File: config.mk
export PLATFORM = sky130hd
export DESIGN_NAME = sorted_timer_expiry_queue
export DESIGN_NICKNAME = d
export VERILOG_FILES = /design/src/hdl/stq_pkg.sv /design/src/hdl/sorted_timer_expiry_queue.sv /design/src/hdl/stq_ram.sv /design/src/hdl/stq_datapath.sv /design/src/hdl/stq_ctrl.sv
export SDC_FILE = /design/constraint.sdc
export NUM_CORES = 2
export LEC_CHECK = 0
export ABC_AREA = 0
export BUFFER_PORTS_ARGS = -buffer_cell sky130_fd_sc_hd__buf_2
export CAP_MARGIN = 20
export CELL_PAD_IN_SITES_DETAIL_PLACEMENT = 1
export CELL_PAD_IN_SITES_GLOBAL_PLACEMENT = 1
export CORE_MARGIN = 8
export CORE_UTILIZATION = 35
export CTS_CLUSTER_SIZE = 14
export DETAILED_ROUTE_END_ITERATION = 6
export MAX_ROUTING_LAYER = met4
export PLACE_DENSITY_LB_ADDON = 0.15
export SLEW_MARGIN = 10
export SYNTH_ARGS = -nofsm -noshare
export SYNTH_HDL_FRONTEND = slang
export SYNTH_HIERARCHICAL = 1
export SYNTH_SLANG_ARGS = --single-unit
File: constraint.sdc
create_clock -name aclk -period 8.8 [get_ports aclk]
set_input_delay 1.76 -clock aclk [delete_from_list [all_inputs] [get_ports aclk]]
set_output_delay 1.76 -clock aclk [all_outputs]
set_load 0.03 [all_outputs]
File: src/hdl/stq_pkg.sv
// Shared constants, codes and controller/datapath interface types for the timer queue.
`timescale 1ns / 1ps

package stq_pkg;

    localparam int SLOTS       = 32;
    localparam int MAX_RESULTS = 32;

    localparam int ADDR_W     = (SLOTS > 1) ? $clog2(SLOTS) : 1;
    localparam int CNT_W      = $clog2(SLOTS + 1);
    localparam int FIRED_W    = $clog2(MAX_RESULTS + 1);
    localparam int EXP_W      = 64;
    localparam int HANDLE_W   = 16;
    localparam int INTERVAL_W = 31;
    localparam int KIND_W     = 2;
    localparam int S_DATA_W   = ((INTERVAL_W + HANDLE_W + 7) / 8) * 8;
    localparam int ENTRY_W    = EXP_W + HANDLE_W;

    typedef enum logic [KIND_W-1:0] {
        KIND_ADDED = 2'd0,
        KIND_FULL  = 2'd1,
        KIND_FIRED = 2'd2,
        KIND_NONE  = 2'd3
    } kind_t;

    // logical slot read: head, head + 1, pos - 1, pos - 2
    typedef enum logic [1:0] {
        RD_HEAD  = 2'd0,
        RD_HEAD1 = 2'd1,
        RD_POS1  = 2'd2,
        RD_POS2  = 2'd3
    } rd_sel_t;

    typedef enum logic [1:0] {
        WR_NONE  = 2'd0,
        WR_SHIFT = 2'd1,
        WR_NEW   = 2'd2
    } wr_op_t;

    typedef struct packed {
        logic    ld_in;
        logic    tick_inc;
        logic    rd_en;
        rd_sel_t rd_sel;
        wr_op_t  wr_op;
        logic    pop;
        logic    out_load;
        kind_t   out_kind;
        logic    out_last;
    } cmd_t;

    typedef struct packed {
        logic full;
        logic count_zero;
        logic count_one;
        logic pos_one;
        logic later_than_new;
        logic expired;
        logic fired_at_limit;
        logic out_free;
    } status_t;

endpackage

File: src/hdl/sorted_timer_expiry_queue.sv
// Top level of the sorted one-shot timer queue.
// Add: the sorted insert moves each entry later than the new timer up one slot
//   through the single write port of the store RAM, then writes the new entry.
// Tick: reads the head and pops each expired timer in turn, paced by RAM read latency.
// One item at a time; s_tready is high only while idle. Results wait in one output word.
// Reset (aresetn low, synchronous): tick count, store count and head cleared; no RAM clear.
`timescale 1ns / 1ps

module sorted_timer_expiry_queue (
    input  logic                               aclk,
    input  logic                               aresetn,
    input  logic                               s_tvalid,
    output logic                               s_tready,
    input  logic [stq_pkg::S_DATA_W-1:0]       s_tdata,   // interval[30:0], handle[46:31], pad
    input  logic                               s_tuser,   // action[0]
    output logic                               m_tvalid,
    input  logic                               m_tready,
    output logic [stq_pkg::HANDLE_W-1:0]       m_tdata,   // fired_handle[15:0]
    output logic [stq_pkg::KIND_W-1:0]         m_tuser,   // kind[1:0]
    output logic                               m_tlast
);

    import stq_pkg::*;

    cmd_t    cmd;
    status_t status;

    stq_ctrl u_ctrl (
        .aclk     (aclk),
        .aresetn  (aresetn),
        .s_tvalid (s_tvalid),
        .s_tuser  (s_tuser),
        .s_tready (s_tready),
        .status   (status),
        .cmd      (cmd)
    );

    stq_datapath u_datapath (
        .aclk     (aclk),
        .aresetn  (aresetn),
        .cmd      (cmd),
        .status   (status),
        .s_tdata  (s_tdata),
        .m_tvalid (m_tvalid),
        .m_tready (m_tready),
        .m_tdata  (m_tdata),
        .m_tuser  (m_tuser),
        .m_tlast  (m_tlast)
    );

endmodule

File: src/hdl/stq_ram.sv
// Generic single-write, single-read RAM with registered read data.
`timescale 1ns / 1ps

module stq_ram #(
    parameter int WIDTH = 8,
    parameter int DEPTH = 32,
    parameter int AW    = (DEPTH > 1) ? $clog2(DEPTH) : 1
) (
    input  logic             aclk,
    input  logic             wr_en,
    input  logic [AW-1:0]    wr_addr,
    input  logic [WIDTH-1:0] wr_data,
    input  logic             rd_en,
    input  logic [AW-1:0]    rd_addr,
    output logic [WIDTH-1:0] rd_data
);

    logic [WIDTH-1:0] mem [DEPTH];
    logic [WIDTH-1:0] rd_data_reg;

    always_ff @(posedge aclk) begin
        if (wr_en) begin
            mem[wr_addr] <= wr_data;
        end
        if (rd_en) begin
            rd_data_reg <= mem[rd_addr];
        end
    end

    assign rd_data = rd_data_reg;

endmodule

File: src/hdl/stq_datapath.sv
// Datapath: tick counter, ring-ordered timer store, compares and output register.
`timescale 1ns / 1ps

module stq_datapath (
    input  logic                              aclk,
    input  logic                              aresetn,
    input  stq_pkg::cmd_t                     cmd,
    output stq_pkg::status_t                  status,
    input  logic [stq_pkg::S_DATA_W-1:0]      s_tdata,   // interval[30:0], handle[46:31], pad
    output logic                              m_tvalid,
    input  logic                              m_tready,
    output logic [stq_pkg::HANDLE_W-1:0]      m_tdata,   // fired_handle[15:0]
    output logic [stq_pkg::KIND_W-1:0]        m_tuser,   // kind[1:0]
    output logic                              m_tlast
);

    import stq_pkg::*;

    logic [EXP_W-1:0]    tick_reg;
    logic [EXP_W-1:0]    exp_reg;
    logic [HANDLE_W-1:0] new_handle_reg;
    logic [ADDR_W-1:0]   head_reg;
    logic [CNT_W-1:0]    count_reg;
    logic [CNT_W-1:0]    pos_reg;
    logic [FIRED_W-1:0]  fired_reg;
    logic [HANDLE_W-1:0] pending_reg;

    logic                out_valid_reg;
    kind_t               out_kind_reg;
    logic [HANDLE_W-1:0] out_handle_reg;
    logic                out_last_reg;

    logic [ENTRY_W-1:0]  rd_data;
    logic [ENTRY_W-1:0]  wr_data;
    logic [ADDR_W-1:0]   rd_addr;
    logic [ADDR_W-1:0]   wr_addr;
    logic                wr_en;
    logic [CNT_W-1:0]    rd_offs;
    logic [EXP_W-1:0]    rd_exp;
    logic [ADDR_W-1:0]   head_inc;

    function automatic logic [ADDR_W-1:0] phys(input logic [ADDR_W-1:0] base,
                                               input logic [CNT_W-1:0]  offs);
        logic [CNT_W:0] sum;
        sum = (CNT_W + 1)'(base) + (CNT_W + 1)'(offs);
        if (sum >= (CNT_W + 1)'(SLOTS)) begin
            sum = sum - (CNT_W + 1)'(SLOTS);
        end
        return sum[ADDR_W-1:0];
    endfunction

    always_comb begin
        case (cmd.rd_sel)
            RD_HEAD:  rd_offs = '0;
            RD_HEAD1: rd_offs = CNT_W'(1);
            RD_POS1:  rd_offs = pos_reg - CNT_W'(1);
            RD_POS2:  rd_offs = pos_reg - CNT_W'(2);
            default:  rd_offs = '0;
        endcase
    end

    assign rd_addr  = phys(head_reg, rd_offs);
    assign wr_addr  = phys(head_reg, pos_reg);
    assign wr_en    = (cmd.wr_op == WR_SHIFT) || (cmd.wr_op == WR_NEW);
    assign wr_data  = (cmd.wr_op == WR_SHIFT) ? rd_data : {exp_reg, new_handle_reg};
    assign rd_exp   = rd_data[ENTRY_W-1:HANDLE_W];
    assign head_inc = (head_reg == ADDR_W'(SLOTS - 1)) ? '0 : head_reg + ADDR_W'(1);

    stq_ram #(
        .WIDTH (ENTRY_W),
        .DEPTH (SLOTS)
    ) u_store (
        .aclk    (aclk),
        .wr_en   (wr_en),
        .wr_addr (wr_addr),
        .wr_data (wr_data),
        .rd_en   (cmd.rd_en),
        .rd_addr (rd_addr),
        .rd_data (rd_data)
    );

    always_ff @(posedge aclk) begin
        if (!aresetn) begin
            tick_reg      <= '0;
            head_reg      <= '0;
            count_reg     <= '0;
            pos_reg       <= '0;
            fired_reg     <= '0;
            out_valid_reg <= 1'b0;
        end else begin
            if (cmd.ld_in) begin
                exp_reg        <= tick_reg + EXP_W'(s_tdata[INTERVAL_W-1:0]);
                new_handle_reg <= s_tdata[INTERVAL_W +: HANDLE_W];
                pos_reg        <= count_reg;
                fired_reg      <= '0;
            end
            if (cmd.tick_inc) begin
                tick_reg <= tick_reg + EXP_W'(1);
            end
            if (cmd.wr_op == WR_SHIFT) begin
                pos_reg <= pos_reg - CNT_W'(1);
            end
            if (cmd.wr_op == WR_NEW) begin
                count_reg <= count_reg + CNT_W'(1);
            end
            if (cmd.pop) begin
                head_reg    <= head_inc;
                count_reg   <= count_reg - CNT_W'(1);
                fired_reg   <= fired_reg + FIRED_W'(1);
                pending_reg <= rd_data[HANDLE_W-1:0];
            end
            if (cmd.out_load) begin
                out_valid_reg  <= 1'b1;
                out_kind_reg   <= cmd.out_kind;
                out_handle_reg <= (cmd.out_kind == KIND_FIRED) ? pending_reg : '0;
                out_last_reg   <= cmd.out_last;
            end else if (m_tready) begin
                out_valid_reg <= 1'b0;
            end
        end
    end

    assign status.full           = (count_reg == CNT_W'(SLOTS));
    assign status.count_zero     = (count_reg == '0);
    assign status.count_one      = (count_reg == CNT_W'(1));
    assign status.pos_one        = (pos_reg == CNT_W'(1));
    assign status.later_than_new = (rd_exp > exp_reg);
    assign status.expired        = (rd_exp < tick_reg);
    assign status.fired_at_limit = (fired_reg == FIRED_W'(MAX_RESULTS - 1));
    assign status.out_free       = !out_valid_reg || m_tready;

    assign m_tvalid = out_valid_reg;
    assign m_tdata  = out_handle_reg;
    assign m_tuser  = out_kind_reg;
    assign m_tlast  = out_last_reg;

`ifndef NO_ASSERTIONS
    a_count_bound: assert property (@(posedge aclk) disable iff (!aresetn)
        count_reg <= CNT_W'(SLOTS))
        else $error("timer count above store size");

    a_no_insert_full: assert property (@(posedge aclk) disable iff (!aresetn)
        cmd.wr_op == WR_NEW |-> !status.full)
        else $error("insert into full store");

    a_pop_nonempty: assert property (@(posedge aclk) disable iff (!aresetn)
        cmd.pop |-> !status.count_zero && cmd.wr_op == WR_NONE)
        else $error("pop from empty store or during insert");

    a_out_overwrite: assert property (@(posedge aclk) disable iff (!aresetn)
        cmd.out_load |-> status.out_free)
        else $error("output word overwritten before taken");
`endif

endmodule

File: src/hdl/stq_ctrl.sv
// Controller: sequences sorted insert and expiry sweep, drives datapath commands.
`timescale 1ns / 1ps

module stq_ctrl (
    input  logic               aclk,
    input  logic               aresetn,
    input  logic               s_tvalid,
    input  logic               s_tuser,    // action[0]
    output logic               s_tready,
    input  stq_pkg::status_t   status,
    output stq_pkg::cmd_t      cmd
);

    import stq_pkg::*;

    typedef enum logic [3:0] {
        ST_IDLE,
        ST_ADD,
        ST_ADD_SHIFT,
        ST_ADD_PLACE,
        ST_ADD_DONE,
        ST_TICK,
        ST_TICK_HEAD,
        ST_TICK_NEXT,
        ST_TICK_LAST
    } state_t;

    state_t state_reg;
    state_t state_next;
    logic   ready_reg;
    logic   accept;

    assign accept   = s_tvalid && ready_reg;
    assign s_tready = ready_reg;

    always_comb begin
        state_next   = state_reg;
        cmd          = '0;
        cmd.rd_sel   = RD_HEAD;
        cmd.wr_op    = WR_NONE;
        cmd.out_kind = KIND_ADDED;
        case (state_reg)
            ST_IDLE: begin
                if (accept) begin
                    cmd.ld_in = 1'b1;
                    if (s_tuser) begin
                        cmd.tick_inc = 1'b1;
                        state_next   = ST_TICK;
                    end else begin
                        state_next = ST_ADD;
                    end
                end
            end
            ST_ADD: begin
                if (status.full) begin
                    if (status.out_free) begin
                        cmd.out_load = 1'b1;
                        cmd.out_kind = KIND_FULL;
                        cmd.out_last = 1'b1;
                        state_next   = ST_IDLE;
                    end
                end else if (status.count_zero) begin
                    cmd.wr_op  = WR_NEW;
                    state_next = ST_ADD_DONE;
                end else begin
                    cmd.rd_en  = 1'b1;
                    cmd.rd_sel = RD_POS1;
                    state_next = ST_ADD_SHIFT;
                end
            end
            ST_ADD_SHIFT: begin
                if (status.later_than_new) begin
                    cmd.wr_op = WR_SHIFT;
                    if (status.pos_one) begin
                        state_next = ST_ADD_PLACE;
                    end else begin
                        cmd.rd_en  = 1'b1;
                        cmd.rd_sel = RD_POS2;
                    end
                end else begin
                    cmd.wr_op  = WR_NEW;
                    state_next = ST_ADD_DONE;
                end
            end
            ST_ADD_PLACE: begin
                cmd.wr_op  = WR_NEW;
                state_next = ST_ADD_DONE;
            end
            ST_ADD_DONE: begin
                if (status.out_free) begin
                    cmd.out_load = 1'b1;
                    cmd.out_kind = KIND_ADDED;
                    cmd.out_last = 1'b1;
                    state_next   = ST_IDLE;
                end
            end
            ST_TICK: begin
                if (status.count_zero) begin
                    if (status.out_free) begin
                        cmd.out_load = 1'b1;
                        cmd.out_kind = KIND_NONE;
                        cmd.out_last = 1'b1;
                        state_next   = ST_IDLE;
                    end
                end else begin
                    cmd.rd_en  = 1'b1;
                    cmd.rd_sel = RD_HEAD;
                    state_next = ST_TICK_HEAD;
                end
            end
            ST_TICK_HEAD: begin
                if (status.expired) begin
                    cmd.pop = 1'b1;
                    if (status.count_one || status.fired_at_limit) begin
                        state_next = ST_TICK_LAST;
                    end else begin
                        cmd.rd_en  = 1'b1;
                        cmd.rd_sel = RD_HEAD1;
                        state_next = ST_TICK_NEXT;
                    end
                end else if (status.out_free) begin
                    cmd.out_load = 1'b1;
                    cmd.out_kind = KIND_NONE;
                    cmd.out_last = 1'b1;
                    state_next   = ST_IDLE;
                end
            end
            ST_TICK_NEXT: begin
                if (status.out_free) begin
                    cmd.out_load = 1'b1;
                    cmd.out_kind = KIND_FIRED;
                    cmd.out_last = !status.expired;
                    if (status.expired) begin
                        cmd.pop = 1'b1;
                        if (status.count_one || status.fired_at_limit) begin
                            state_next = ST_TICK_LAST;
                        end else begin
                            cmd.rd_en  = 1'b1;
                            cmd.rd_sel = RD_HEAD1;
                        end
                    end else begin
                        state_next = ST_IDLE;
                    end
                end
            end
            ST_TICK_LAST: begin
                if (status.out_free) begin
                    cmd.out_load = 1'b1;
                    cmd.out_kind = KIND_FIRED;
                    cmd.out_last = 1'b1;
                    state_next   = ST_IDLE;
                end
            end
            default: begin
                state_next = ST_IDLE;
            end
        endcase
    end

    always_ff @(posedge aclk) begin
        if (!aresetn) begin
            state_reg <= ST_IDLE;
            ready_reg <= 1'b0;
        end else begin
            state_reg <= state_next;
            ready_reg <= (state_next == ST_IDLE);
        end
    end

`ifndef NO_ASSERTIONS
    a_ready_idle: assert property (@(posedge aclk) disable iff (!aresetn)
        ready_reg |-> state_reg == ST_IDLE)
        else $error("ready raised outside idle");

    a_single_result_add: assert property (@(posedge aclk) disable iff (!aresetn)
        cmd.out_load && (cmd.out_kind == KIND_ADDED || cmd.out_kind == KIND_FULL)
        |-> cmd.out_last)
        else $error("add result without last");

    a_write_xor_pop: assert property (@(posedge aclk) disable iff (!aresetn)
        !(cmd.pop && cmd.wr_op != WR_NONE))
        else $error("store written while popping");
`endif

endmodule

* After elaboration in Yosys (flattened, before gate mapping) *
Memory sizes are Yosys's and may differ from the RTL's. A register that Yosys moved wholly into a read port is not among the register bits.
Index checks and enable logic that the tools add are counted.

word-level totals
  register bits = 208
  memories kept = 1
  RAM bits = 2560

operators by class
  reduce and logical (&&, ||, !) cells = 18
  add/subtract/negate cells = 12
  eq/ne operators = 19
  $lt $le $gt $ge = 4
  muxes and demuxes = 55

memory list
  memory                  depth  width  rd ports  clocked after memory_dff  wr ports  RTL line       source
  u_datapath.u_store.mem  32     80     1         1                         1         stq_ram.sv:18  logic [WIDTH-1:0] mem [DEPTH];

operator list
  operator                                                            count
  two-way mux 80 bit                                                  1
  two-way mux 4 bit                                                   18
  adder 64 x 1 -> 64 bit (second input constant)                      1
  adder 64 x 31 -> 64 bit                                             1
  greater-than comparator 64 bit                                      1
  < comparator 64 bit                                                 1
  two-way mux 6 bit                                                   6
  case mux 4 bit (8 select lines)                                     1
  two-way mux 3 bit                                                   9
  two-way mux 5 bit                                                   5
  case mux 4 bit (6 select lines)                                     1
  case mux 6 bit (4 select lines)                                     1
  == test 4 x 3 -> 1 bit (second input constant)                      4
  case mux 3 bit (5 select lines)                                     1
  adder 5 x 6 -> 7 bit                                                2
  greater-or-equal comparator 7 x 6 -> 1 bit (second input constant)  2
  adder 6 x 1 -> 6 bit (second input constant)                        2
  == test 6 x 1 -> 1 bit (second input constant)                      2
  subtractor 6 x 1 -> 6 bit (second input constant)                   2
  subtractor 5 x 1 -> 5 bit (second input constant)                   2
  == test 2 bit (second input constant)                               4
  == test 4 x 2 -> 1 bit (second input constant)                      2
  logical NOT 4 bit                                                   2
  two-way mux 2 bit                                                   4
  other kinds (19)                                                    33

* Depth between registers and ports, before layout *
  word-level depth = 11
  mapped depth = 29

* Hierarchy *
Netlist, hierarchy kept.

by module, submodules not included
  module        sequential area each (um^2)  area an instance (um^2)  cells each  times used
  stq_ram       79276.0                      99704.4                  4683        1
  stq_datapath  5215.0                       14554.0                  1607        1
  stq_ctrl      100.1                        518.0                    80          1

* Worst setup path before layout *
No wires, ideal clock.

  kind = reg2reg
  from = reg u_datapath.u_store.rd_data_reg[76], in the netlist u_datapath/u_store/rd_data[76], read port of u_datapath.u_store.mem
  to = mem u_datapath/u_store/mem[28][0] (netlist bit) (enable)
  stages on the path, launching flop included = 15
  library setup time = 0.519 ns
  required time = 8.281 ns
  arrival = 6.514 ns
  period minus slack after synthesis = 7.033 ns
  buffers on the path = 1
  slack = 1.767 ns
  path through = edfxtp_1 > ha_1 > and2_1 > nand4_1 > or3_1 > nor4_1 > a21oi_1 > a21oi_1 > a21oi_1 > a22o_1 > ha_1 > inv_1 > or3b_2 > clkbuf_1 > nor2_1

RTL lines
  element      RTL line       source
  from (decl)  stq_ram.sv:19  logic [WIDTH-1:0] rd_data_reg;
  to (decl)    stq_ram.sv:18

==> key figures <==
Worst setup path
  • Crit path from: u_datapath/tick_reg[6]
  • CP max FO: 21
  • Critical path's most frequent cell: a211oi_1
  • Slowest stage delay, CP: 870 ps
  • CP Class: register to register
  • Worst EP required: 9420 ps
  • Crit-path leading delay family: compound AO/OA/AOI/OAI gates
  • Nature of the critical path endpoint: register
  • CP Data Arrival Time: roughly 8800 ps
  • CP Launch Type: register
  • Slowest-stage cell, CP: nor2_4
  • CP bufs+invs: 4
  • R2R Path Start: u_datapath/tick_reg[6]

Timing
  • Period Utilization, post-route: 93.4%
  • Peak Freq: approximately 120 MHz
  • Pins Over Slew Limit: 0
  • Final hold viol count: 0
  • Unrepaired setup endpoints after global routing: false
  • Fin Clk Skew: roughly 44 ps
  • Slew margin rel.: between 10% and 20%
  • Final setup fails: 0
  • Min cycle time layout: between 8000 and 9000 ps
  • Slew @ Worst Pin: roughly 1300 ps
  • Hold slack final: 453 ps
  • Setup TNS: 0 ps

Global route
  • First-pass GRT wire length: 517000 µm
  • Initial antenna violation count: 13
  • Remaining global-route overflow: 0
  • Vias in the first global route: around 65000
  • All-Layer GR Usage: ~22%
  • Largest net degree at the start of global routing: 89

CTS
  • CTS Sinks: about 2800
  • Clk buf depth: 4
  • Clock root cell: clkbuf_16
  • Worst-path clk slew: 60 ps
  • # hold bufs at CTS: 0
  • H-tree levels: 5
  • CTS Buf Count: ~320
  • Post-CTS Setup Bufs: 0
  • Clock Latency Late Sink: 920 ps
  • CTS tree: built
  • Post_cts resized: 0

Die
  • Starting Density: between 30% and 40%
  • Core footprint: ~330000 µm²
  • Full die area: approximately 350000 µm²
  • # IOs: between 70 and 80
  • # rows: 210
  • Chip Height: slightly below 600 µm
  • Die Wd: between 500 and 600 µm

Logic synthesis
  • Synth Cell Area: around 110000 µm²
  • Mean post-synth cell area: between 15 and 20 µm²
  • Seq/Total Area, Yosys: between 70% and 80%
  • Cell taking the most area after synthesis: edfxtp_1
  • Synth cell types: between 70 and 80
  • Cells after Synth: about 6400
  • Synth Warn #: 6
  • Post-synth ARST share: 0%
  • Number of flops mapped to enable cells by yosys: 2755
  • FF+latch count, synth: approximately 2800
  • Main flop type after synthesis: edfxtp_1
  • Net Count, Synth: approximately 6600
  • Ranking of synthesized cells by area: edfxtp_1, mux4_2, mux2i_1
  • Yosys top cell area share: about 70%

Final layout
  • Commonest cells after routing, fill and taps aside: edfxtp_1, mux2i_1, a22oi_1
  • Max reg flops: between 2000 and 3000
  • Area Growth Syn to Fin: 15.9%
  • Post-layout instance area: about 130000 µm²
  • Layout cell share with drive strength beyond 1: about 18%
  • Layout filler cell count: 31666
  • Final #Nets: between 6000 and 7000
  • Most common cell after layout, fill and taps aside: edfxtp_1

Detailed routing
  • Metal3 WL: roughly 17000 µm
  • Via count: 62805
  • Via/cell ratio: approximately 5.6
  • Top sig layer: met4
  • M1 wire length: 167000 µm
  • Final WL: 372000 µm
  • Post-DR wirelength/cell: 32.9 µm
  • DRT Pass-1 Iters: 5
  • Met2 routed WL: roughly 180000 µm
  • Post-route ant nets: 0
  • # DRC: 0
  • DR iter-0 viols: about 6300

Placement
  • DP Wirelength: around 210000 µm
  • Input/output buffers: ~70
  • DP Area: 123000 µm²
  • Routability cong.: approximately 0.85

Pwr
  • Power Density: between 200 and 250 nW/µm²
  • Total power: 28.2 mW
  • Leak Pwr: ~41 nW
  • VDD IR max: 0.000153 V

Flow run
  • Max Cap Viol: 0

Min path
  • Hold crit path type: register to register
  • Hold Startpoint: u_datapath/u_store/rd_data[2]

Status
  • Run status: finished clean
-- power breakdown --
group / switching, mW / internal [mW]
logic: 0.414 / 0.206
registers: 0.0185 / 14.8
clock network: 5.42 / 7.34
-- cell type report --
cell class	instances	area (µm²)	share of cell area (%)
clock buffers	405	8370	6.29
clock inverters	158	1410	1.06
multi-input cells	3041	28700	21.6
well taps	4346	5440	4.09
flip-flops and latches	2848	84600	63.6
diodes	4	10.0	0.00753
inverters	157	589	0.443
repair buffers	350	3910	2.94
-- worst register-to-register path, delay by kind of cell, from the launching register on --
kind / cells / cell delay, ps
xor gates and xnor gates: 2 / 310
DFF: 1 / 390
AOI/OAI and AO/OA: 14 / 4030
adders and majority gates: 2 / 840
buffers and inverters: 4 / 990
and+or+nand+nor: 5 / 1400
-- metrics by stage --
stage / utilization (%) / std cells / worst slack, ps
finish: 40.7 / 11309 / 582
global route: 40.7 / 11309 / 399
global placement: 37.5 / 10698 / 694
detailed placement: 37.5 / 10701 / 728
floorplan: - / 6370 / 1770
CTS: 40.5 / 11264 / 653
-- logic make-up (layout without fill, tap and decap cells) --
kind of cell / Yosys count / count (layout) / share of synthesized area (%)
DFF: 2848 / 2848 / 73.7
muxes: 982 / 982 / 12.1
AOI/OAI and AO/OA: 894 / 894 / 5.41
and+or+nand+nor: 855 / 855 / 3.92
buffers and inverters: 481 / 1070 / 1.91
adders and majority gates: 183 / 183 / 2.01
xor gates and xnor gates: 127 / 127 / 0.969
other: 0 / 4 / 0
-- worst paths after layout --
kind	endpoint	cells past startpoint	slack [ps]
worst min register to register	u_datapath/pending_reg[2]	0	450
worst min-delay path	u_datapath/pending_reg[2]	0	450
worst max register to register	u_datapath/u_store/rd_data[1]	27	580
worst max-delay path	u_datapath/u_store/rd_data[1]	27	580
-- per-layer routing --
layer	vias up	global-route usage [%]
li1	26467	-
met2	1678	35.1
met5	-	-
met3	433	2.38
met1	34227	29.5
met4	0	4.25
-- cell usage after synthesis (41+ instances only) --
master	count
a21o_1	70
a21oi_1	90
a22o_1	47
a22oi_1	424
a31oi_1	51
and2_1	88
buf_2	118
clkbuf_1	145
dfxtp_1	93
edfxtp_1	2755
ha_1	180
inv_1	156
mux2i_1	644
mux4_2	320
nand2_1	153
nand3_1	195
nand4_1	101
nor2_1	113
nor2b_1	41
nor3_1	47
o21ai_0	120
xnor2_1	109
(Power assumes the default switching activity.)
